## config.mk

```make
export PLATFORM = sky130hd
export DESIGN_NAME = fcc_verdict
export DESIGN_NICKNAME = d
export VERILOG_FILES = /design/src/rtl/fcc_pkg.sv /design/src/rtl/fcc_verdict.sv
export SDC_FILE = /design/constraint.sdc
export NUM_CORES = 1
export LEC_CHECK = 0
export ABC_AREA = 1
export CAP_MARGIN = 0
export CELL_PAD_IN_SITES_DETAIL_PLACEMENT = 0
export CELL_PAD_IN_SITES_GLOBAL_PLACEMENT = 1
export CORE_AREA = 10 10 47 49
export DETAILED_ROUTE_END_ITERATION = 16
export DIE_AREA = 0 0 57 59
export DONT_BUFFER_PORTS = 1
export PLACE_DENSITY_LB_ADDON = 0.1
export SYNTH_ARGS = -nofsm -noshare
export SYNTH_HDL_FRONTEND = slang
export SYNTH_SLANG_ARGS = --single-unit
```

## constraint.sdc

```tcl
create_clock -name i_clk -period 0.8 [get_ports i_clk]
set_input_delay 0.12 -clock i_clk [delete_from_list [all_inputs] [get_ports i_clk]]
set_output_delay 0.12 -clock i_clk [all_outputs]
set_load 0.1 [all_outputs]
```

## src/rtl/fcc_pkg.sv

```systemverilog
package fcc_pkg;

    localparam int NUM_PLANES         = 6;
    localparam int DEFAULT_COORD_BITS = 16;

    localparam int PLANE_W     = 64;
    localparam int COEF_W      = 16;
    localparam int FRAC_BITS   = 14;
    localparam int RADIUS_W    = 15;
    localparam int CFG_INDEX_W = 3;
    localparam int VERDICT_W   = 2;

    localparam logic [VERDICT_W-1:0] VERDICT_OUT   = 2'd0;
    localparam logic [VERDICT_W-1:0] VERDICT_CROSS = 2'd1;
    localparam logic [VERDICT_W-1:0] VERDICT_IN    = 2'd2;

    // Per-plane decision flags handed from a plane lane to the verdict stage
    typedef struct packed {
        logic sph_out;    // center distance below minus radius
        logic sph_cross;  // absolute center distance below radius
        logic box_all;    // every corner behind the plane
        logic box_none;   // no corner behind the plane
    } t_plane_flags;

endpackage

```

## src/rtl/fcc_verdict.sv

```systemverilog
module fcc_verdict #(
    parameter int PLANE_COUNT = fcc_pkg::NUM_PLANES
) (
    input  logic                                      i_clk,
    input  logic                                      i_rst_n,
    input  logic                                      i_valid,
    input  logic                                      i_func,
    input  fcc_pkg::t_plane_flags [PLANE_COUNT-1:0]   i_flags,
    output logic                                      o_valid,
    output logic [fcc_pkg::VERDICT_W-1:0]             o_verdict
);
    import fcc_pkg::*;

    logic                 any_all, all_none, no_sph;
    logic [VERDICT_W-1:0] sph_verdict, box_verdict;
    logic [VERDICT_W-1:0] n_verdict;

    // Walk from the last plane down so the first deciding plane wins
    always_comb begin
        sph_verdict = VERDICT_IN;
        any_all     = 1'b0;
        all_none    = 1'b1;
        no_sph      = 1'b1;
        for (int p = PLANE_COUNT - 1; p >= 0; p--) begin
            if (i_flags[p].sph_out) begin
                sph_verdict = VERDICT_OUT;
            end else if (i_flags[p].sph_cross) begin
                sph_verdict = VERDICT_CROSS;
            end
            any_all  = any_all | i_flags[p].box_all;
            all_none = all_none & i_flags[p].box_none;
            no_sph   = no_sph & !i_flags[p].sph_out & !i_flags[p].sph_cross;
        end
        if (any_all) begin
            box_verdict = VERDICT_OUT;
        end else if (all_none) begin
            box_verdict = VERDICT_IN;
        end else begin
            box_verdict = VERDICT_CROSS;
        end
        n_verdict = i_func ? box_verdict : sph_verdict;
    end

    logic                 r_valid;
    logic [VERDICT_W-1:0] r_verdict;

    always_ff @(posedge i_clk) begin
        if (!i_rst_n) begin
            r_valid <= 1'b0;
        end else begin
            r_valid <= i_valid;
        end
    end

    always_ff @(posedge i_clk) begin
        r_verdict <= n_verdict;
    end

    assign o_valid   = r_valid;
    assign o_verdict = r_verdict;

    a_verdict_legal: assert property (@(posedge i_clk) disable iff (!i_rst_n)
        r_valid |-> (r_verdict == VERDICT_OUT || r_verdict == VERDICT_CROSS ||
                     r_verdict == VERDICT_IN))
        else $error("verdict code out of range");

    a_box_out: assert property (@(posedge i_clk) disable iff (!i_rst_n)
        (i_valid && i_func && any_all) |=> (r_valid && r_verdict == VERDICT_OUT))
        else $error("box behind a plane not reported outside");

    a_box_in: assert property (@(posedge i_clk) disable iff (!i_rst_n)
        (i_valid && i_func && all_none) |=> (r_valid && r_verdict == VERDICT_IN))
        else $error("box clear of all planes not reported inside");

    a_sph_in: assert property (@(posedge i_clk) disable iff (!i_rst_n)
        (i_valid && !i_func && no_sph) |=> (r_valid && r_verdict == VERDICT_IN))
        else $error("undecided sphere not reported inside");

endmodule

```

# Word-level counts from Yosys, hierarchy flattened
# Cells that the tools add are included.
[word_totals]
reg_bits = 3
latchBits = 0
mem_bits_rw = 0
rom_bits = 0
inputBits = 28
out_inout_bits = 3
elab_cells = 27
n_memories = 0
[op_classes]
add_sub_neg = 0
mul = 0
div_mod_pow = 0
order_cmp = 0
eq_ne = 0
shifts = 0
muxes = 15
bitwise_logic = 10
n_reduce_logical = 0
[op_table]
columns = ["operator", "count"]
rows = [
  ["2-bit 2-to-1 mux", 15],
  ["1-bit AND", 5],
  ["1-bit OR", 5],
]

# Logic depth before layout (Yosys ltp)
# Gate-level depths: netlist (run 1).
[depth]
word_depth = 13
depth_mapped = 13
mapped_depth_nobuf = 13

# Worst setup path before layout (run 1)
# Ideal clock, no wire load.
[synth_timing]
path_type = "reg-to-output"
startpoint = "register r_valid, in the netlist o_valid"
endpoint = "output port o_valid"
arrival_time_ns = 0.909
slack_ns = -0.229
path_stages_with_launch = 1
path_buffers = 0
cell_sequence = "dfxtp_1"
[synth_rtl]
columns = ["item", "line", "source"]
rows = [
  ["start, declared", "fcc_verdict.sv:44", "logic r_valid;"],
  ["start signal, assigned", "fcc_verdict.sv:51", "r_valid <= i_valid;"],
  ["end, declared", "fcc_verdict.sv:9", "output logic o_valid,"],
]
# No word-level cell between the ends.

# Worst setup path after layout (run 1)
[layout_timing]
startpoint = "register r_valid, in the netlist o_valid"
endpoint = "output port o_valid"
# No word-level cell between the ends.

==> results of run 1 <==
## kinds of logic after synthesis
family	share of synthesized area, %
buf+inv	21.1
flops	25.9
simple gates	50.8
compound gates	2.16
## sequential cells by signal, indices dropped and copies added, names as in the netlist
signal and count:
o_verdict 2, o_valid 1
## synthesized netlist by cell type (all sizes together)
cell type / instances
inv: 13
nand3b: 1
nor3: 1
nor2: 3
nand2: 15
o21ai: 1
nand4: 2
nor4: 3
dfxtp: 3
## stage by stage
step	hold slack (ps)	instance area [sq um]	total power, mW
2_1_floorplan	213	235	0.239
3_3_place_gp	219	315	0.269
5_1_grt	54.0	362	0.574
4_1_cts	45.7	362	0.556
3_5_place_dp	227	315	0.271
6_report	52.5	362	0.536
## layout make-up
| cell class | instances | share of cell area (%) |
|---|---|---|
| Multi-Input combinational cell | 26 | 33.9 |
| Timing Repair Buffer | 5 | 22.1 |
| Sequential cell | 3 | 17.6 |
| Inverter | 13 | 13.5 |
| Clock buffer | 4 | 7.27 |
| Tap cell | 16 | 5.54 |
## per-layer routing
metal / wire length [um] / vias up
met5: 0 / -
met4: 0 / 0
met3: 176 / 0
met2: 409 / 18
met1: 265 / 120
li1: - / 145
## power groups by stage
stage	sequential, mW	combinational [mW]	clock, mW
floorplan	0.202	0.0366	0
global placement	0.164	0.105	0
detailed placement	0.164	0.107	0
CTS	0.162	0.115	0.280
global route	0.162	0.122	0.291
finish	0.161	0.113	0.261
## final timing paths
check / from / to / cells past startpoint
hold / removal: i_flags[5] / o_verdict[1] / 3
setup / recovery: o_valid / o_valid / 1
## repair_timing
item / 4_1_cts / 5_1_grt
endpoints found under the setup margin: 3 / 3
gates resized for setup: 0 / 0
hold buffers: 2 / 0
endpoints found under the hold margin: 1 / 0
==> metrics, run 1 <==
Slew Limit Fails=0; sequential power share=30.1%; setup violators final=3; Final Wtd Congestion=0.619; cell total after placement=61; initial antenna violation count=0; top post-synthesis cells by area=dfxtp_1, nand2_1, inv_1; Yosys reg bits=3; outcome=finished with violations; worst slew pin tran=253 ps; row count=14; remaining global-route overflow=0; synthesized area per cell=5.51 sq um; Pint=391 uW; Nets=80; met3 Use GR=6.22%; switching part of the total=27.1%; Total GRT Usage=5.08%; Post-Layout Cell Count=67; syn nets=70; post-CTS setup buffers=0; htree depth=1; met1 GRT Util=3.30%; area leader, netlist=dfxtp_1; Synth top area share=25.9%; Final Worst Setup Slack=-46.6 ps; Worst Path Required=680 ps; Slew headroom=83.0%; CTS tree=yes; max cap viols=0; failing checks=negative setup slack; Fillers=163; n_diodes=0; CTS sink count=3; number of global-route vias before repair=306; Routed WL=850 um; post-synth cell types=10; clk buf depth=2; leakage power total=0.191 nW; Synth-to-Final Area Change=56.2%; Die ar.=3360 sq um; post-layout min period=847 ps; Routed wire per std cell=12.7 um; first-pass GRT wire length=1220 um; RSZ-0062 raised after global routing=yes; Worst Path Arrival=730 ps; Fin. Hold Viols=0; PwrDens=1480 nW/um^2; maximum clock frequency=1180 MHz; Worst-path clk slew=40 ps; slowest CP cell=dfxtp_2; Max stage delay on crit path=330 ps; Core Region=1400 sq um; fraction of layout instances using a drive strength above 1=19.6%; clock share of power=48.8%; commonest cells after routing, fill and taps aside=nand2_1, inv_1; element type at the critical path end=output port; DRT antenna net count=0; largest net degree at the start of global routing=3; Mapped Area=231 sq um; Num CTS Buffers=3; CP Launch Type=flip-flop; Yosys warnings=0; synthesized instance count=42; post-synthesis sequential area ratio=25.9%; IO Port Bufs=0; Die Span Y=59 um; setup TNS=-139 ps; via count=283; period utilization=106%; Root Driver=clkbuf_4; area taken by multi-input logic gates=123 sq um; GR peak layer=met2; DR iter-0 viols=0; maximum vdd drop=0.000308 V; crit path max fanout=1; width of the die=57 um; CP Buf/Inv Count=1; NetSw=145 uW; Pre-antenna DRT Iters=1; pre-CTS setup slack=-26.6 ps; utilization after layout=25.8%; I/O pins=31; met2 usage=8.06%; commonest non-fill, non-tap cell in the layout=nand2_1; Initial Utilization=16.5%; Largest delay share family, worst path=flip-flops; drt drc=0; HP Class=primary input to flip-flop; DP HPWL=799 um; worst path cell trace=buf_12; Comb pwr share=21.1%; CP Class=flip-flop to output port; vias per inst=4.22; FF+latch area=63.8 sq um
Power figures use the tool's default switching activity.
==> run 2, diff against run 1 <==
Settings changed: MAX_ROUTING_LAYER set to met4, RECOVER_POWER set to 100.
==> metrics, run 2 (synthesized netlist as in run 1, its figures left out) <==
Worst Path Required=680 ps (about the same); Worst Path Arrival=730 ps (about the same); clk buf depth=2 (unchanged); Pre-antenna DRT Iters=1 (unchanged); Max stage delay on crit path=330 ps (about the same); worst path cell trace=buf_12; crit path max fanout=1 (unchanged); first-pass GRT wire length=1220 um (unchanged); post-CTS sizing=0 (unchanged); period utilization=106% (unchanged); row count=14 (unchanged); maximum vdd drop=0.000308 V (about the same); pre-CTS setup slack=-26.6 ps (unchanged); Slew Limit Fails=0 (unchanged); commonest cells after routing, fill and taps aside=nand2_1, inv_1; Die Span Y=59 um (unchanged); Final Worst Setup Slack=-46.6 ps (unchanged); element type at the critical path end=output port; Routed wire per std cell=12.8 um (+1.1%); CP Class=flip-flop to output port; via count=285 (+0.71%); Tot Pwr=536 uW (about the same); DR iter-0 viols=0 (unchanged); Final Wtd Congestion=0.624 (+0.74%); I/O pins=31 (unchanged); CP Launch Type=flip-flop; drt drc=0 (unchanged); Root Driver=clkbuf_4; largest net degree at the start of global routing=3 (unchanged); n_diodes=0 (unchanged); Synth-to-Final Area Change=56.2% (unchanged); cell total after placement=61 (unchanged); RSZ-0062 raised after global routing=yes; Fin. Hold Viols=0 (unchanged); Core Region=1400 sq um (unchanged); DP HPWL=799 um (unchanged); outcome=finished with violations; number of global-route vias before repair=306 (unchanged); Finished Cell Area=362 sq um (unchanged); width of the die=57 um (unchanged); max cap viols=0 (unchanged); slowest CP cell=dfxtp_2; Routed WL=859 um (+1.1%); Largest delay share family, worst path=flip-flops; vias per inst=4.25 (+0.71%); Initial Utilization=16.5% (unchanged); Nets=80 (unchanged); fraction of layout instances using a drive strength above 1=19.6% (unchanged); maximum clock frequency=1180 MHz (unchanged); DRT antenna net count=0 (unchanged); failing checks=negative setup slack; Worst-path clk slew=40 ps (about the same); IO Port Bufs=0 (unchanged); CP Buf/Inv Count=1 (unchanged); Num CTS Buffers=3 (unchanged); PwrDens=1480 nW/um^2 (about the same); Post-Layout Cell Count=67 (unchanged); initial antenna violation count=0 (unchanged); setup TNS=-139 ps (unchanged); Fillers=163 (unchanged); utilization after layout=25.8% (unchanged); CTS sink count=3 (unchanged); worst slew pin tran=249 ps (-4.05 ps); leakage power total=0.191 nW (unchanged); FF+latch area=63.8 sq um (unchanged); Hold WS=52.5 ps (unchanged); Post-DP Area=315 sq um (unchanged); remaining global-route overflow=0 (unchanged); area taken by multi-input logic gates=123 sq um (unchanged); post-layout min period=847 ps (unchanged); Total GRT Usage=5.23% (+0.14 points); commonest non-fill, non-tap cell in the layout=nand2_1; CTS tree=yes; Die ar.=3360 sq um (unchanged); HP Class=primary input to flip-flop; setup violators final=3 (unchanged); Slew headroom=83.3% (+0.27 points); htree depth=1 (unchanged); max reg flops=2 (unchanged)
run 2: cell counts in the layout (fill, tap and decap cells not counted):
Identical to the previous run, type by type.
run 2: per-layer routing:
metal | share of wire (%) | vias up | track usage (%) | routed length, um
li1 | - | 145 | - | -
met1 | 36 | 122 | 4.24 | 305
met2 | 48 | 18 | 8.06 | 410
met3 | 17 | 0 | 4.51 | 142
met4 | 0 | 0 | 3.02 | 0
met5 | 0 | - | - | 0
run 2: repair_timing:
item | 4_1_cts | 5_1_grt
setup endpoints to repair | 3 | 3
hold endpoints to repair | 1 | 0
buffers inserted | 0 | 0
pin swaps | 0 | 0
hold buffers | 2 | 0
run 2: final timing paths:
check,slack (ps),endpoint,from,cells after the start
worst min-delay path,50,o_verdict[1],i_flags[5],3
worst max-delay path,-50,o_valid,o_valid,1
run 2: area by class of cell:
cell class | instances | share of cell area [%]
clock buffers | 4 | 7.27
repair buffers | 5 | 22.1
flip-flops and latches | 3 | 17.6
well taps | 16 | 5.54
inverters | 13 | 13.5
multi-input cells | 26 | 33.9
run 2: power by group:
| group | switching (mW) | internal, mW |
|---|---|---|
| logic | 0.0664 | 0.0465 |
| registers | 0.00416 | 0.157 |
| clock network | 0.0748 | 0.187 |
| total | 0.145 | 0.391 |
==> run 3, diff against run 2 <==
Settings changed: GPL_TIMING_DRIVEN set to 0.
Clock period 0.8 ns to 0.86 ns, I/O delays scaled along.
==> metrics, run 3 (synthesized netlist as in run 1, its figures left out) <==
Pre-antenna DRT Iters=4 (+3); post-layout min period=878 ps; Slew Limit Fails=0 (unchanged); Worst-path clk slew=40 ps (about the same); RSZ-0062 raised after global routing=yes; drt drc=0 (unchanged); worst slew pin tran=288 ps (+39.2 ps); Initial Utilization=16.5% (unchanged); period utilization=102%; commonest cells after routing, fill and taps aside=nand2_1, inv_1, nor2_1, clkbuf_4, dfxtp_4; DP HPWL=787 um (-1.6%); Post-Layout Cell Count=64 (-4.5%); Worst Path Required=730 ps (+50 ps); DR iter-0 viols=6 (+6); Post-DP Area=255 sq um (-19%); Finished Cell Area=309 sq um (-15%); max reg flops=2 (unchanged); number of global-route vias before repair=331 (+8.2%); Final Wtd Congestion=0.633 (+1.5%); I/O pins=31 (unchanged); width of the die=57 um (unchanged); maximum vdd drop=0.000235 V (-24%); clk buf depth=2 (unchanged); CP Class=flip-flop to output port; CP Launch Type=flip-flop; fraction of layout instances using a drive strength above 1=14.6% (-5.0 points); Crit path depth=0 (-1); Die Span Y=59 um (unchanged); Nets=77 (-3.8%); Tot Pwr=470 uW (-12%); Routed wire per std cell=13.4 um (+4.2%); n_diodes=0 (unchanged); Total GRT Usage=5.28% (+0.054 points); Num CTS Buffers=3 (unchanged); Fin. Hold Viols=0 (unchanged); max cap viols=0 (unchanged); failing checks=negative setup slack; remaining global-route overflow=0 (unchanged); maximum clock frequency=1140 MHz; crit path max fanout=1 (unchanged); hold path depth=3 (unchanged); commonest non-fill, non-tap cell in the layout=nand2_1; Die ar.=3360 sq um (unchanged); CTS tree=yes; HP Class=primary input to flip-flop; utilization after layout=22.1% (-3.7 points); setup TNS=-53.1 ps (+85.5 ps); largest net degree at the start of global routing=3 (unchanged); element type at the critical path end=output port; post-CTS setup buffers=0 (unchanged); PwrDens=1520 nW/um^2 (+2.7%); vias per inst=4.22 (-0.82%); first-pass GRT wire length=1280 um (+4.5%); outcome=finished with violations; setup violators final=3 (unchanged); Final Worst Setup Slack=-18.1 ps (+28.5 ps); IO Port Bufs=0 (unchanged); Slew headroom=80.9% (-2.4 points); CTS sink count=3 (unchanged); Synth-to-Final Area Change=33.5%; leakage power total=0.167 nW (-13%); cell total after placement=58 (-4.9%); Worst Path Arrival=750 ps (+20 ps); Core Region=1400 sq um (unchanged); DRT antenna net count=0 (unchanged); Root Driver=clkbuf_4; initial antenna violation count=0 (unchanged); Routed WL=855 um (-0.47%); via count=270 (-5.3%); htree depth=1 (unchanged); row count=14 (unchanged)
-- run 3: cell types whose count changed in the layout (fill, tap and decap cells not counted), sizes merged --
cell  delta
buf      -3
-- run 3: cell type report --
cell class,instances,area [sq um]
Inverter,13,48.8
Multi-Input combinational cell,26,123
Fill cell,169,1090
Clock buffer,4,26.3
Sequential cell,3,71.3
Tap cell,16,20.0
Timing Repair Buffer,2,20.0
-- run 3: through the flow --
stage / worst slack (ps) / hold slack [ps]
detailed placement: 2.55 / 234
global route: -40.3 / 67.0
CTS: -32.2 / 53.4
floorplan: 105 / 222
finish: -18.1 / 61.3
global placement: 29.3 / 228
-- run 3: what timing repair did --
item | in CTS | in global routing
endpoints found under the setup margin | 3 | 3
gates resized for setup | 3 | 0
hold buffers | 2 | 0
endpoints found under the hold margin | 1 | 0
-- run 3: worst paths after layout --
kind | startpoint | end | slack (ps)
max | o_verdict[0] | o_verdict[0] | -20
min | i_flags[5] | o_verdict[0] | 60
-- run 3: power breakdown --
part / switching, mW / total, mW / internal, mW
clock: 0.0699 / 0.244 / 0.174
sequential: 0.0399 / 0.180 / 0.140
combinational: 0.0228 / 0.0466 / 0.0238
total: 0.133 / 0.470 / 0.338
-- run 3: metal layers --
metal | vias up | global-route usage (%) | part of all wire (%)
li1 | 137 | - | -
met1 | 115 | 4.02 | 32
met2 | 18 | 8.53 | 49
met3 | 0 | 4.51 | 18
met4 | 0 | 3.02 | 0
met5 | - | - | 0
