$ cat src/rtl/fcc_pkg.sv
package fcc_pkg;

    localparam int NUM_PLANES         = 6;
    localparam int DEFAULT_COORD_BITS = 16;

    localparam int PLANE_W     = 64;
    localparam int COEF_W      = 16;
    localparam int FRAC_BITS   = 14;
    localparam int RADIUS_W    = 15;
    localparam int CFG_INDEX_W = 3;
    localparam int VERDICT_W   = 2;

    localparam logic [VERDICT_W-1:0] VERDICT_OUT   = 2'd0;
    localparam logic [VERDICT_W-1:0] VERDICT_CROSS = 2'd1;
    localparam logic [VERDICT_W-1:0] VERDICT_IN    = 2'd2;

    // Per-plane decision flags handed from a plane lane to the verdict stage
    typedef struct packed {
        logic sph_out;    // center distance below minus radius
        logic sph_cross;  // absolute center distance below radius
        logic box_all;    // every corner behind the plane
        logic box_none;   // no corner behind the plane
    } t_plane_flags;

endpackage

$ cat src/rtl/fcc_plane_regs.sv
module fcc_plane_regs #(
    parameter int PLANE_COUNT = fcc_pkg::NUM_PLANES
) (
    input  logic                                           i_clk,
    input  logic                                           i_rst_n,
    input  logic                                           i_we,
    input  logic [fcc_pkg::CFG_INDEX_W-1:0]                i_index,
    input  logic [fcc_pkg::PLANE_W-1:0]                    i_data,
    output logic [PLANE_COUNT-1:0][fcc_pkg::PLANE_W-1:0]   o_planes
);
    import fcc_pkg::*;

    logic [PLANE_COUNT-1:0][PLANE_W-1:0] r_plane;

    // Writes to an index with no plane behind it are dropped
    always_ff @(posedge i_clk) begin
        if (!i_rst_n) begin
            r_plane <= '0;
        end else if (i_we) begin
            for (int p = 0; p < PLANE_COUNT; p++) begin
                if (i_index == CFG_INDEX_W'(p)) begin
                    r_plane[p] <= i_data;
                end
            end
        end
    end

    assign o_planes = r_plane;

endmodule

$ cat config.mk
export PLATFORM = sky130hd
export DESIGN_NAME = fcc_plane_regs
export DESIGN_NICKNAME = d
export VERILOG_FILES = /design/src/rtl/fcc_pkg.sv /design/src/rtl/fcc_plane_regs.sv
export SDC_FILE = /design/constraint.sdc
export NUM_CORES = 1
export LEC_CHECK = 0
export BUFFER_PORTS_ARGS = -buffer_cell sky130_fd_sc_hd__buf_4
export CAP_MARGIN = 20
export CORE_AREA = 2 2 174 176
export CTS_BUF_LIST = sky130_fd_sc_hd__clkbuf_16
export CTS_CLUSTER_SIZE = 20
export DETAILED_ROUTE_END_ITERATION = 8
export DIE_AREA = 0 0 176 178
export PLACE_DENSITY = 0.81
export SYNTH_ARGS = -nofsm -noshare
export SYNTH_HDL_FRONTEND = slang
export SYNTH_SLANG_ARGS = --single-unit
$ cat constraint.sdc
create_clock -name i_clk -period 1.16 [get_ports i_clk]
set_input_delay 0.058 -clock i_clk [delete_from_list [all_inputs] [get_ports i_clk]]
set_output_delay 0.058 -clock i_clk [all_outputs]
set_load 0.01 [all_outputs]
Word-level counts from Yosys, hierarchy flattened
Index checks and enable logic that the tools add are counted.
- register bits after elaboration: 384
- bits in latches: 0
- RAM bits: 0
- memory bits (read-only): 0
- input bits: 70
- output and inout bits: 384
- word-level logic and storage cells: 18
- memories: 0
- add/sub/neg operators: 0
- $mul: 0
- divide/modulo/power cells: 0
- order comparisons: 0
- equal/unequal tests: 5
- shift operators: 0
- mux-type cells: 0
- bitwise gates (word level): 0
- reductions and logical operators: 7
- operators by type and width (operator ; number):
    AND reduction 2 bit ; 6
    == test 3 x 2 -> 1 bit (second input constant) ; 2
    == test 3 bit (second input constant) ; 2
    == test 3 x 1 -> 1 bit (second input constant) ; 1
    zero test 3 bit ; 1

Logic depth before layout (Yosys ltp)
Gate-level depths: netlist of run 1.
- depth after elaboration: 2
- gate-level depth with buffers: 5
- depth with buffers taken out: 2

Worst setup path before layout of run 1
No wires, ideal clock.
- kind: input port to flip-flop
- start: input port i_index[0] (netlist name)
- end: register r_plane (netlist bit o_planes[0])
- arrival: 0.850 ns
- slack: 0.239 ns
- cell stages on the path: 4
- path through: nor4b_4 buf_12 buf_12 mux2i_1
- cells in the longest elaborated chain, start to end: 2
- RTL lines (element ; RTL line ; RTL):
    from (decl) ; fcc_plane_regs.sv:7 ; input logic [fcc_pkg::CFG_INDEX_W-1:0] i_index,
    zero test 3 bit ; fcc_plane_regs.sv:21 ; if (i_index == CFG_INDEX_W'(p)) begin
    AND reduction 2 bit (no source line) ; n/a ;
    to (signal, indexed assignment) ; fcc_plane_regs.sv:22 ; r_plane[p] <= i_data;
    to (decl) ; fcc_plane_regs.sv:13 ; logic [PLANE_COUNT-1:0][PLANE_W-1:0] r_plane;
No other way between the ends.
A chain may end at the register's enable or synchronous reset.

Worst setup path in the final report of run 1
- start: register r_plane (netlist bit o_planes[98])
- end: output port o_planes[98] (netlist name)
- RTL lines (element ; RTL line ; RTL):
    to (decl) ; fcc_plane_regs.sv:9 ; output logic [PLANE_COUNT-1:0][fcc_pkg::PLANE_W-1:0] o_planes
No word-level cell between the ends.

==> summary.txt, run 1 <==
Drt
  – Antenna violation net count after detailed routing: 0
  – Routed WL: 40,900 um
  – DR pass1 iterations: 5
  – WL/cell: ~18 um
  – Vias: ~11k
  – Iteration-0 DRC Markers: 504
  – Residual DRC count: 0
  – Vias per cell: 5.04

Timing
  – Worst hold slack: between 20 and 25 ps
  – RSZ-0062 raised after global routing: no
  – Relative max-transition margin: between 60% and 70%
  – Skew final: 0 ps
  – TNS Setup: 0 ps
  – Final Slew Violations: 0
  – Fin crit share: a little over nine tenths
  – FMAX: a little over 900 MHz
  – Final Hold Violating Endpoints: 0
  – # setup viols final: 0
  – Measured slew at the worst slew-check pin: roughly 460 ps
  – Period minus WS final: 1100 ps

Setup path
  – R2r setup slk: between 400 and 500 ps
  – CP required: between 1000 and 1500 ps
  – Cells along the critical path: buf_4
  – Crit-path slowest cell: dfxtp_1
  – Kind of critical path: flop to output port
  – Crit-path max cell delay: between 300 and 400 ps
  – CP max FO: 2
  – CP endpoint kind: output port
  – Worst setup SP type: flop
  – Number of buffers and inverters on the critical path: 1
  – Reg-to-Reg Start: o_planes[328]$_SDFFE_PN0P_
  – Crit path max-delay family: flip-flops
  – Data arrival, critical path: between 1000 and 1500 ps
  – Crit. path cell count: 1
  – R2R Path End: o_planes[328]$_SDFFE_PN0P_
  – R2R cell count: 2

Worst hold path
  – Hold EP: o_planes[220]$_SDFFE_PN0P_
  – Hold Crit Class: input pin to flop
  – Hold path depth: 3
  – Hold Startpoint: i_data[28]

Clock tree
  – H-Tree Depth: 2
  – CTS tree: yes
  – Clk slew on worst S/H paths: ~60 ps
  – Clock Sinks: roughly 380
  – TritonCTS buffer count: 39
  – Worst skew pair latency: between 500 and 600 ps
  – CTS Buffer Depth: 3
  – PostCTS Resize Cnt: 0
  – Clock root buffer: clkbuf_16

Floorplanning
  – Floorplan row count: between 60 and 70
  – Die X: around 180 um
  – Starting density of the core: a little under half
  – Top Ports: between 400 and 500
  – Core Area: 29,400 um^2
  – Die Y: around 180 um
  – Die area: roughly 31,000 um^2

Yosys
  – Mapped Avg Cell Area: roughly 11 um^2
  – Post-Syn Area: 14,000 um^2
  – Area share of the largest cell type after synthesis: 54.9%
  – Post-synth EDFFs: 0
  – Sequential-to-total area share from yosys stat: ~55%
  – Cell taking the most area after synthesis: dfxtp_1
  – Primary FF master, synth: dfxtp_1
  – Synth Warn #: 0
  – Yosys reg bits: roughly 380
  – Async SR Flop Fraction: 0%
  – Post-synthesis instance total: 1,314
  – Commonest cells post-synth: nand2_1, dfxtp_1, mux2i_1, clkbuf_1, buf_6
  – Mapped Nets: around 1.4k
  – Synth cell types: 11
  – Top-count cell post-synth: nand2_1
  – Synth top area cells: dfxtp_1, mux2i_1, nand2_1

Run status
  – Status: complete, no violations

Global route
  – Vias in the first global route: 11.3k
  – First-pass GRT wire length: around 62,000 um
  – Largest net degree at the start of global routing: approximately 50
  – Initial antenna violation count: 1
  – All-Layer GR Usage: around a quarter
  – Grt total ovfl: 0

Placed design
  – Post-DP HPWL: 28,000 um
  – PortBufs: ~450
  – Placer Congestion: about 0.83

Power
  – Pwr dens: 1410 nW/um^2
  – Worst ir drop on vdd: ~0.0011 V
  – Lkg Pwr: around 10 nW

Run
  – Max-Cap Viols: 0

Final layout
  – Area of the multi-input gates: about 5600 um^2
  – Final Net Count: approximately 1.9k
  – Syn-to-layout area delta: 40.3%
  – Max reg flops: 384
  – FILL cells: 2,174
  – Layout cells sized above 1: ~30%
  – Reg area: between 7000 and 8000 um^2
-- worst min-delay path, cell delays in order --
cell and delay, ps:
buf_4 80, nand2_1 170, mux2i_1 170
-- stage by stage --
step | area [um^2] | std cells | util, % | setup WS [ps] | power (mW)
2_1_floorplan | 14000 | 1314 | - | 239 | 15.0
3_3_place_gp | 17900 | 2118 | 60.9 | -5.04 | 16.0
3_5_place_dp | 17900 | 2118 | 60.9 | -52.6 | 16.1
4_1_cts | 19700 | 2242 | 66.9 | 5.68 | 27.9
5_1_grt | 19700 | 2243 | 66.9 | 20.8 | 28.7
6_report | 19700 | 2243 | 66.9 | 55.9 | 27.7
-- metal layers --
metal	part of all wire, %	global-route usage [%]	up-vias
met1	41	30.4	5425
met2	48	42.7	435
met3	6.6	5.67	101
li1	-	-	5348
met4	4.7	11.5	0
met5	0	0	-
-- layout make-up --
type / count / share of cell area, %
multi-input cells: 838 / 28.7
repair buffers: 559 / 23.5
clock inverters: 30 / 0.929
diodes: 1 / 0.0127
clock buffers: 41 / 5.22
well taps: 390 / 2.48
flip-flops and latches: 384 / 39.1
-- how the worst max path moves through the flow --
stage	start	end
after global placement	i_index[0]	o_planes[23]$_SDFFE_PN0P_
after floorplan	i_index[0]	o_planes[0]$_SDFFE_PN0P_
final	o_planes[98]$_SDFFE_PN0P_	o_planes[98]
after CTS	o_planes[98]$_SDFFE_PN0P_	o_planes[98]
after global routing	o_planes[98]$_SDFFE_PN0P_	o_planes[98]
after detailed placement	i_index[0]	o_planes[5]$_SDFFE_PN0P_
-- layout by cell type, fill, tap and decap left out, drive strengths merged --
cell and n:
buf 506, mux2i 384, bufinv 2, inv 12, nand2 448, clkinvlp 2
nand4b 2, dlygate4sd3 53, clkbuf 41, diode 1, nand4bb 3, dfxtp 384
clkinv 14, nor4b 1
-- cell families (layout without fill, tap and decap cells) --
kind of cell,Yosys count,in the layout,synth area share (%)
other cells,0,1,0
buf+inv,92,630,5.19
mux,384,384,27.4
simple gates,454,454,12.5
flops,384,384,54.9
-- where the power goes --
part | switching (mW) | internal (mW) | leakage [nW]
logic | 1.20 | 1.07 | 6.65
registers | 0.167 | 13.5 | 3.11
clock network | 4.99 | 6.82 | 0.632
total | 6.36 | 21.4 | 10.4
-- timing repair --
item	CTS	global route
hold buffers	53	0
setup buffers	0	0
hold endpoints to repair	273	0
Note: power is estimated with default switching activity, not from simulation.
==> run 2: changes to the inputs <==
- CTS_CLUSTER_DIAMETER: not set -> 30
- SETUP_SLACK_MARGIN: not set -> 0.1
==> run 2 against run 1 <==
Compared with the run above: the flow now finishes with violations (negative setup slack); die area unchanged; via count up 18%; core utilization up 14 points; cell area up 21%; count of clock-buffer cells in the layout up 28; combinational power up 22%; total power up 31%; non-clock buffer count up 149; clock skew unchanged; critical path type is now flop to flop; largest power group is now clock.
==> summary.txt, run 2 (same netlist as run 1, synthesis figures left out) <==
Placed design
  – PortBufs: 453 (unchanged)
  – Dpl cell area: 17,900 um^2 (unchanged)
  – Placement Setup Slack: -52.6 ps (unchanged)
  – Placer Congestion: 0.830 (unchanged)
  – Placed Instances: 2,118 (unchanged)
  – Post-DP HPWL: 28,000 um (unchanged)

Timing
  – TNS Setup: -22.5 ps (was 0 ps)
  – Fin crit share: 102% (was 95.2%)
  – Measured slew at the worst slew-check pin: 454 ps (was 461 ps)
  – Period minus WS final: 1180 ps (was 1100 ps)
  – # setup viols final: 1 (was 0)
  – Skew final: 0 ps (unchanged)
  – FMAX: 846 MHz (was 906 MHz)
  – RSZ-0062 raised after global routing: yes (was no)
  – Final Slew Violations: 0 (unchanged)
  – Final Hold Violating Endpoints: 0 (unchanged)
  – Relative max-transition margin: 69.7% (was 69.2%)
  – Worst setup margin: -22.5 ps (was 55.9 ps)

Floorplanning
  – Die area: 31,300 um^2 (unchanged)
  – Die Y: 178 um (unchanged)
  – Top Ports: 454 (unchanged)
  – Core Area: 29,400 um^2 (unchanged)
  – Floorplan row count: 63 (unchanged)
  – Starting density of the core: 47.7% (unchanged)
  – Die X: 176 um (unchanged)

Drt
  – Iteration-0 DRC Markers: 977 (was 504)
  – Antenna violation net count after detailed routing: 0 (unchanged)
  – WL/cell: 23.7 um (was 18.2 um)
  – Routed WL: 58,100 um (was 40,900 um)
  – Residual DRC count: 0 (unchanged)
  – Vias per cell: 5.47 (was 5.04)
  – DR pass1 iterations: 6 (was 5)
  – Vias: 13.4k (was 11.3k)

Global route
  – First-pass GRT wire length: 76,300 um (was 62,400 um)
  – Vias in the first global route: 13.2k (was 11.3k)
  – Initial antenna violation count: 2 (was 1)
  – Grt total ovfl: 0 (unchanged)
  – Largest net degree at the start of global routing: 51 (unchanged)
  – All-Layer GR Usage: 31.6% (was 25.1%)

Power
  – Post-layout total power: 36.4 mW (was 27.7 mW)
  – Worst ir drop on vdd: 0.00133 V (was 0.00108 V)
  – Pwr dens: 1530 nW/um^2 (was 1410 nW/um^2)
  – Lkg Pwr: 12.1 nW (was 10.4 nW)

Clock tree
  – TritonCTS buffer count: 68 (was 39)
  – Clk slew on worst S/H paths: 60 ps (about the same)
  – H-Tree Depth: 3 (was 2)
  – Worst skew pair latency: 520 ps (was 510 ps)
  – CTS Buffer Depth: 3 (unchanged)
  – CTS tree: yes (unchanged)
  – Clock Sinks: 384 (unchanged)
  – Clock root buffer: clkbuf_16 (unchanged)

Worst hold path
  – Hold Crit Class: input pin to flop (unchanged)

Setup path
  – Crit path max-delay family: multiplexers (was flip-flops)
  – Number of buffers and inverters on the critical path: 2 (was 1)
  – Cells along the critical path: buf_4 > buf_4 > nand2_1 > mux2i_1 (was buf_4)
  – Crit-path slowest cell: mux2i_1 (was dfxtp_1)
  – CP max FO: 2 (unchanged)
  – Crit-path max cell delay: 360 ps (was 380 ps)
  – CP endpoint kind: flop (was output port)
  – Data arrival, critical path: 1610 ps (was 1050 ps)
  – CP required: 1590 ps (was 1100 ps)
  – Kind of critical path: flop to flop (was flop to output port)
  – Worst setup SP type: flop (unchanged)
  – Most common cell on crit path: buf_4

Run
  – Max-Cap Viols: 0 (unchanged)

Run status
  – Status: complete, but fails checks (was complete, no violations)
  – Failing checks: negative setup slack

Final layout
  – Final Non-Filler Cells: 2,446 (was 2,243)
  – Syn-to-layout area delta: 69.6% (was 40.3%)
  – Most common cell after layout, fill and taps aside: nand2_1 (was buf_4)
  – Layout cells sized above 1: 56.0% (was 30.2%)
  – Max reg flops: 384 (unchanged)
  – Design area: 23,800 um^2 (was 19,700 um^2)
  – Commonest non-fill, non-tap cells in the layout: nand2_1, mux2i_1, buf_6 (was buf_4, nand2_1, mux2i_1, dfxtp_1, dlygate4sd3_1)
  – Final Net Count: 2,070 (was 1,892)
## run 2: cell type report
type,instances,area [um^2]
Antenna cell,2,5.00
Fill cell,1364,5630
Clock buffer,69,1730
Timing Repair Buffer,708,7200
Tap cell,390,488
Sequential cell,384,8180
Multi-Input combinational cell,838,5650
Clock inverter,55,534
## run 2: through the flow
stage	hold WS [ps]	utilization [%]
after floorplan	301	-
after global placement	441	60.9
after detailed placement	448	60.9
after CTS	8.79	77.3
after global routing	11.8	80.9
final	2.80	80.9
## run 2: power breakdown
part	total [mW]	switching [mW]	internal, mW
combinational	2.79	1.41	1.38
sequential	13.8	0.250	13.6
clock	19.8	7.26	12.6
## run 2: tightest hold or removal path: cells and delay by family
kind / cells / cell delay [ps]
and+or+nand+nor: 1 / 190
buffers and inverters: 1 / 80
muxes: 1 / 180
## run 2: final timing paths
path / slack [ps] / cells after the start / endpoint / startpoint
setup / recovery: -20 / 4 / o_planes[222]$_SDFFE_PN0P_ / o_planes[222]$_SDFFE_PN0P_
hold / removal: 3 / 3 / o_planes[376]$_SDFFE_PN0P_ / i_data[56]
setup reg to reg: -20 / 4 / o_planes[222]$_SDFFE_PN0P_ / o_planes[222]$_SDFFE_PN0P_
hold reg to reg: 460 / 2 / o_planes[76]$_SDFFE_PN0P_ / o_planes[76]$_SDFFE_PN0P_
## run 2: repair_timing
action	in CTS	in global routing
endpoints found under the hold margin	327	0
hold buffers	59	0
setup buffers	30	113
resized for setup	704	66
setup endpoints to repair	358	345
## run 2: layer usage
metal,up-vias,GRT usage [%],wire length (um)
met5,-,0,0
met1,6435,32.8,19400
met2,912,55.9,28700
li1,5717,-,-
met4,0,20.9,4820
met3,305,8.99,5140
==> run 3: changes to the inputs <==
- SETUP_SLACK_MARGIN: 0.1 -> not set
==> run 3 against run 2 <==
Compared with the run above: register-to-register slack gained 440 ps; non-clock buffer count fell by 142; maximum frequency grew 2.9%; largest power group unchanged; worst setup slack improved by 34 ps; critical path type is now input pin to flop; the run now ends clean; count of clock-buffer cells in the layout unchanged.
==> summary.txt, run 3 (same netlist as run 1, synthesis figures left out) <==
Run status
  – Status: complete, no violations (was complete, but fails checks)

Power
  – P_sw: 8.28 mW (was 8.92 mW)
  – Pwr dens: 1700 nW/um^2 (was 1530 nW/um^2)
  – Lkg Pwr: 10.9 nW (was 12.1 nW)
  – Comb power frac: 6.5% (was 7.7%)
  – Switching Fraction: 23.4% (was 24.5%)
  – Worst ir drop on vdd: 0.00126 V (was 0.00133 V)
  – Flop pwr share: 38.6% (was 37.9%)
  – P_int: 27.1 mW (was 27.5 mW)
  – Clock power frac: 54.8% (was 54.4%)

Global route
  – Grt total ovfl: 0 (unchanged)
  – All-Layer GR Usage: 26.4% (was 31.6%)
  – Largest net degree at the start of global routing: 51 (unchanged)
  – First-pass GRT wire length: 65,100 um (was 76,300 um)
  – Initial antenna violation count: 1 (was 2)
  – Vias in the first global route: 11.9k (was 13.2k)

Timing
  – Final Slew Violations: 0 (unchanged)
  – Final Hold Violating Endpoints: 0 (unchanged)
  – Skew final: 0 ps (unchanged)
  – Relative max-transition margin: 71.0% (was 69.7%)
  – Period minus WS final: 1150 ps (was 1180 ps)
  – TNS Setup: 0 ps (was -22.5 ps)
  – Measured slew at the worst slew-check pin: 435 ps (was 454 ps)
  – FMAX: 870 MHz (was 846 MHz)
  – # setup viols final: 0 (was 1)
  – RSZ-0062 raised after global routing: no (was yes)
  – Worst hold slack: 35.0 ps (was 2.80 ps)
  – Worst setup margin: 11.2 ps (was -22.5 ps)
  – Fin crit share: 99.0% (was 102%)

Setup path
  – Data arrival, critical path: 1610 ps (about the same)
  – Kind of critical path: input pin to flop (was flop to flop)
  – CP endpoint kind: flop (unchanged)
  – Worst setup SP type: input pin (was flop)
  – Crit-path max cell delay: 670 ps (was 360 ps)
  – CP max FO: 16 (was 2)
  – Cells along the critical path: buf_8 > dlygate4sd3_1 > buf_12 > nand2_1 > mux2i_1 (was buf_4 > buf_4 > nand2_1 > mux2i_1)
  – CP required: 1620 ps (was 1590 ps)
  – Crit-path slowest cell: dlygate4sd3_1 (was mux2i_1)

Placed design
  – Post-DP HPWL: 28,000 um (unchanged)
  – Placed Instances: 2,118 (unchanged)
  – Placement Setup Slack: -52.6 ps (unchanged)
  – Placer Congestion: 0.830 (unchanged)
  – PortBufs: 453 (unchanged)

Final layout
  – Final Net Count: 1,928 (was 2,070)
  – Syn-to-layout area delta: 48.3% (was 69.6%)
  – Final Non-Filler Cells: 2,304 (was 2,446)
  – Layout cells sized above 1: 32.7% (was 56.0%)
  – Max reg flops: 384 (unchanged)
  – Most common cell after layout, fill and taps aside: buf_4 (was nand2_1)
  – Commonest non-fill, non-tap cells in the layout: buf_4, nand2_1, mux2i_1 (was nand2_1, mux2i_1, buf_6)

Floorplanning
  – Top Ports: 454 (unchanged)
  – Starting density of the core: 47.7% (unchanged)
  – Floorplan row count: 63 (unchanged)
  – Die Y: 178 um (unchanged)
  – Die X: 176 um (unchanged)
  – Core Area: 29,400 um^2 (unchanged)
  – Die area: 31,300 um^2 (unchanged)

Clock tree
  – Clock Sinks: 384 (unchanged)
  – # Post-CTS Setup Buffers: 0 (was 30)
  – Clock root buffer: clkbuf_16 (unchanged)
  – H-Tree Depth: 3 (unchanged)
  – CTS Buffer Depth: 3 (unchanged)
  – TritonCTS buffer count: 68 (unchanged)
  – Worst skew pair latency: 520 ps (about the same)
  – CTS tree: yes (unchanged)
  – Clk slew on worst S/H paths: 50 ps (was 60 ps)

Drt
  – Vias per cell: 5.08 (was 5.47)
  – Antenna violation net count after detailed routing: 0 (unchanged)
  – WL/cell: 18.7 um (was 23.7 um)
  – Residual DRC count: 0 (unchanged)
  – Routed WL: 43,100 um (was 58,100 um)
  – Iteration-0 DRC Markers: 572 (was 977)
  – Vias: 11.7k (was 13.4k)
  – DR pass1 iterations: 5 (was 6)

Run
  – Max-Cap Viols: 0 (unchanged)

Worst hold path
  – Hold Crit Class: input pin to flop (unchanged)
==> run 3: cell types whose count changed in the layout (fill, tap and decap cells not counted) <==
cell           before  now
buf_6             383    0
dfxtp_1             0  383
dfxtp_2           381    1
buf_4             242  482
dfxtp_4             3    0
dlygate4sd3_1      59   60
nand2_1           448  447
nand2_2             0    1
==> run 3: routing by layer <==
| metal | part of all wire (%) | wire length, um | up-vias | GRT usage, % |
|---|---|---|---|---|
| li1 | - | - | 5462 | - |
| met1 | 39 | 16900 | 5587 | 30.3 |
| met2 | 48 | 20500 | 508 | 44.4 |
| met3 | 7.3 | 3130 | 143 | 6.97 |
| met4 | 6.0 | 2580 | 0 | 15.9 |
| met5 | 0 | 0 | - | 0 |
==> run 3: worst paths after layout <==
kind	start	to	slack [ps]	cells after the start
setup / recovery	i_rst_n	o_planes[256]$_SDFFE_PN0P_	10	5
hold / removal	i_rst_n	o_planes[6]$_SDFFE_PN0P_	30	4
setup reg to reg	o_planes[30]$_SDFFE_PN0P_	o_planes[30]$_SDFFE_PN0P_	420	2
hold reg to reg	o_planes[276]$_SDFFE_PN0P_	o_planes[276]$_SDFFE_PN0P_	450	2
==> run 3: what timing repair did <==
action	in CTS	in global routing
hold endpoints to repair	322	6
hold buffers	59	1
pin swaps	0	0
gates resized for setup	1	1
setup endpoints to repair	1	4
==> run 3: power by group through the flow <==
stage	sequential, mW	combinational [mW]	clock (mW)
floorplan	14.0	0.928	0
global placement	13.9	2.09	0
detailed placement	13.9	2.12	0
CTS	13.7	2.30	19.6
global route	13.7	2.45	20.3
finish	13.7	2.31	19.4
==> run 3: critical path: cells and delay by family <==
| kind | cells | cell delay [ps] |
|---|---|---|
| multiplexers | 1 | 270 |
| buffers and inverters | 3 | 1010 |
| AND/OR/NAND/NOR | 1 | 260 |
==> run 3: area by class of cell <==
cell class	instances	area (um^2)
clock buffers	69	1730
fillers	1961	8610
well taps	390	488
repair buffers	566	4690
flip-flops and latches	384	7690
clock inverters	55	534
multi-input cells	838	5650
diodes	2	5.00
==> run 3: stage by stage <==
step	power, mW	utilization [%]	instance area, um^2
floorplan	15.0	-	14000
global route	36.5	70.7	20800
global placement	16.0	60.9	17900
detailed placement	16.1	60.9	17900
CTS	35.6	70.6	20800
finish	35.4	70.7	20800
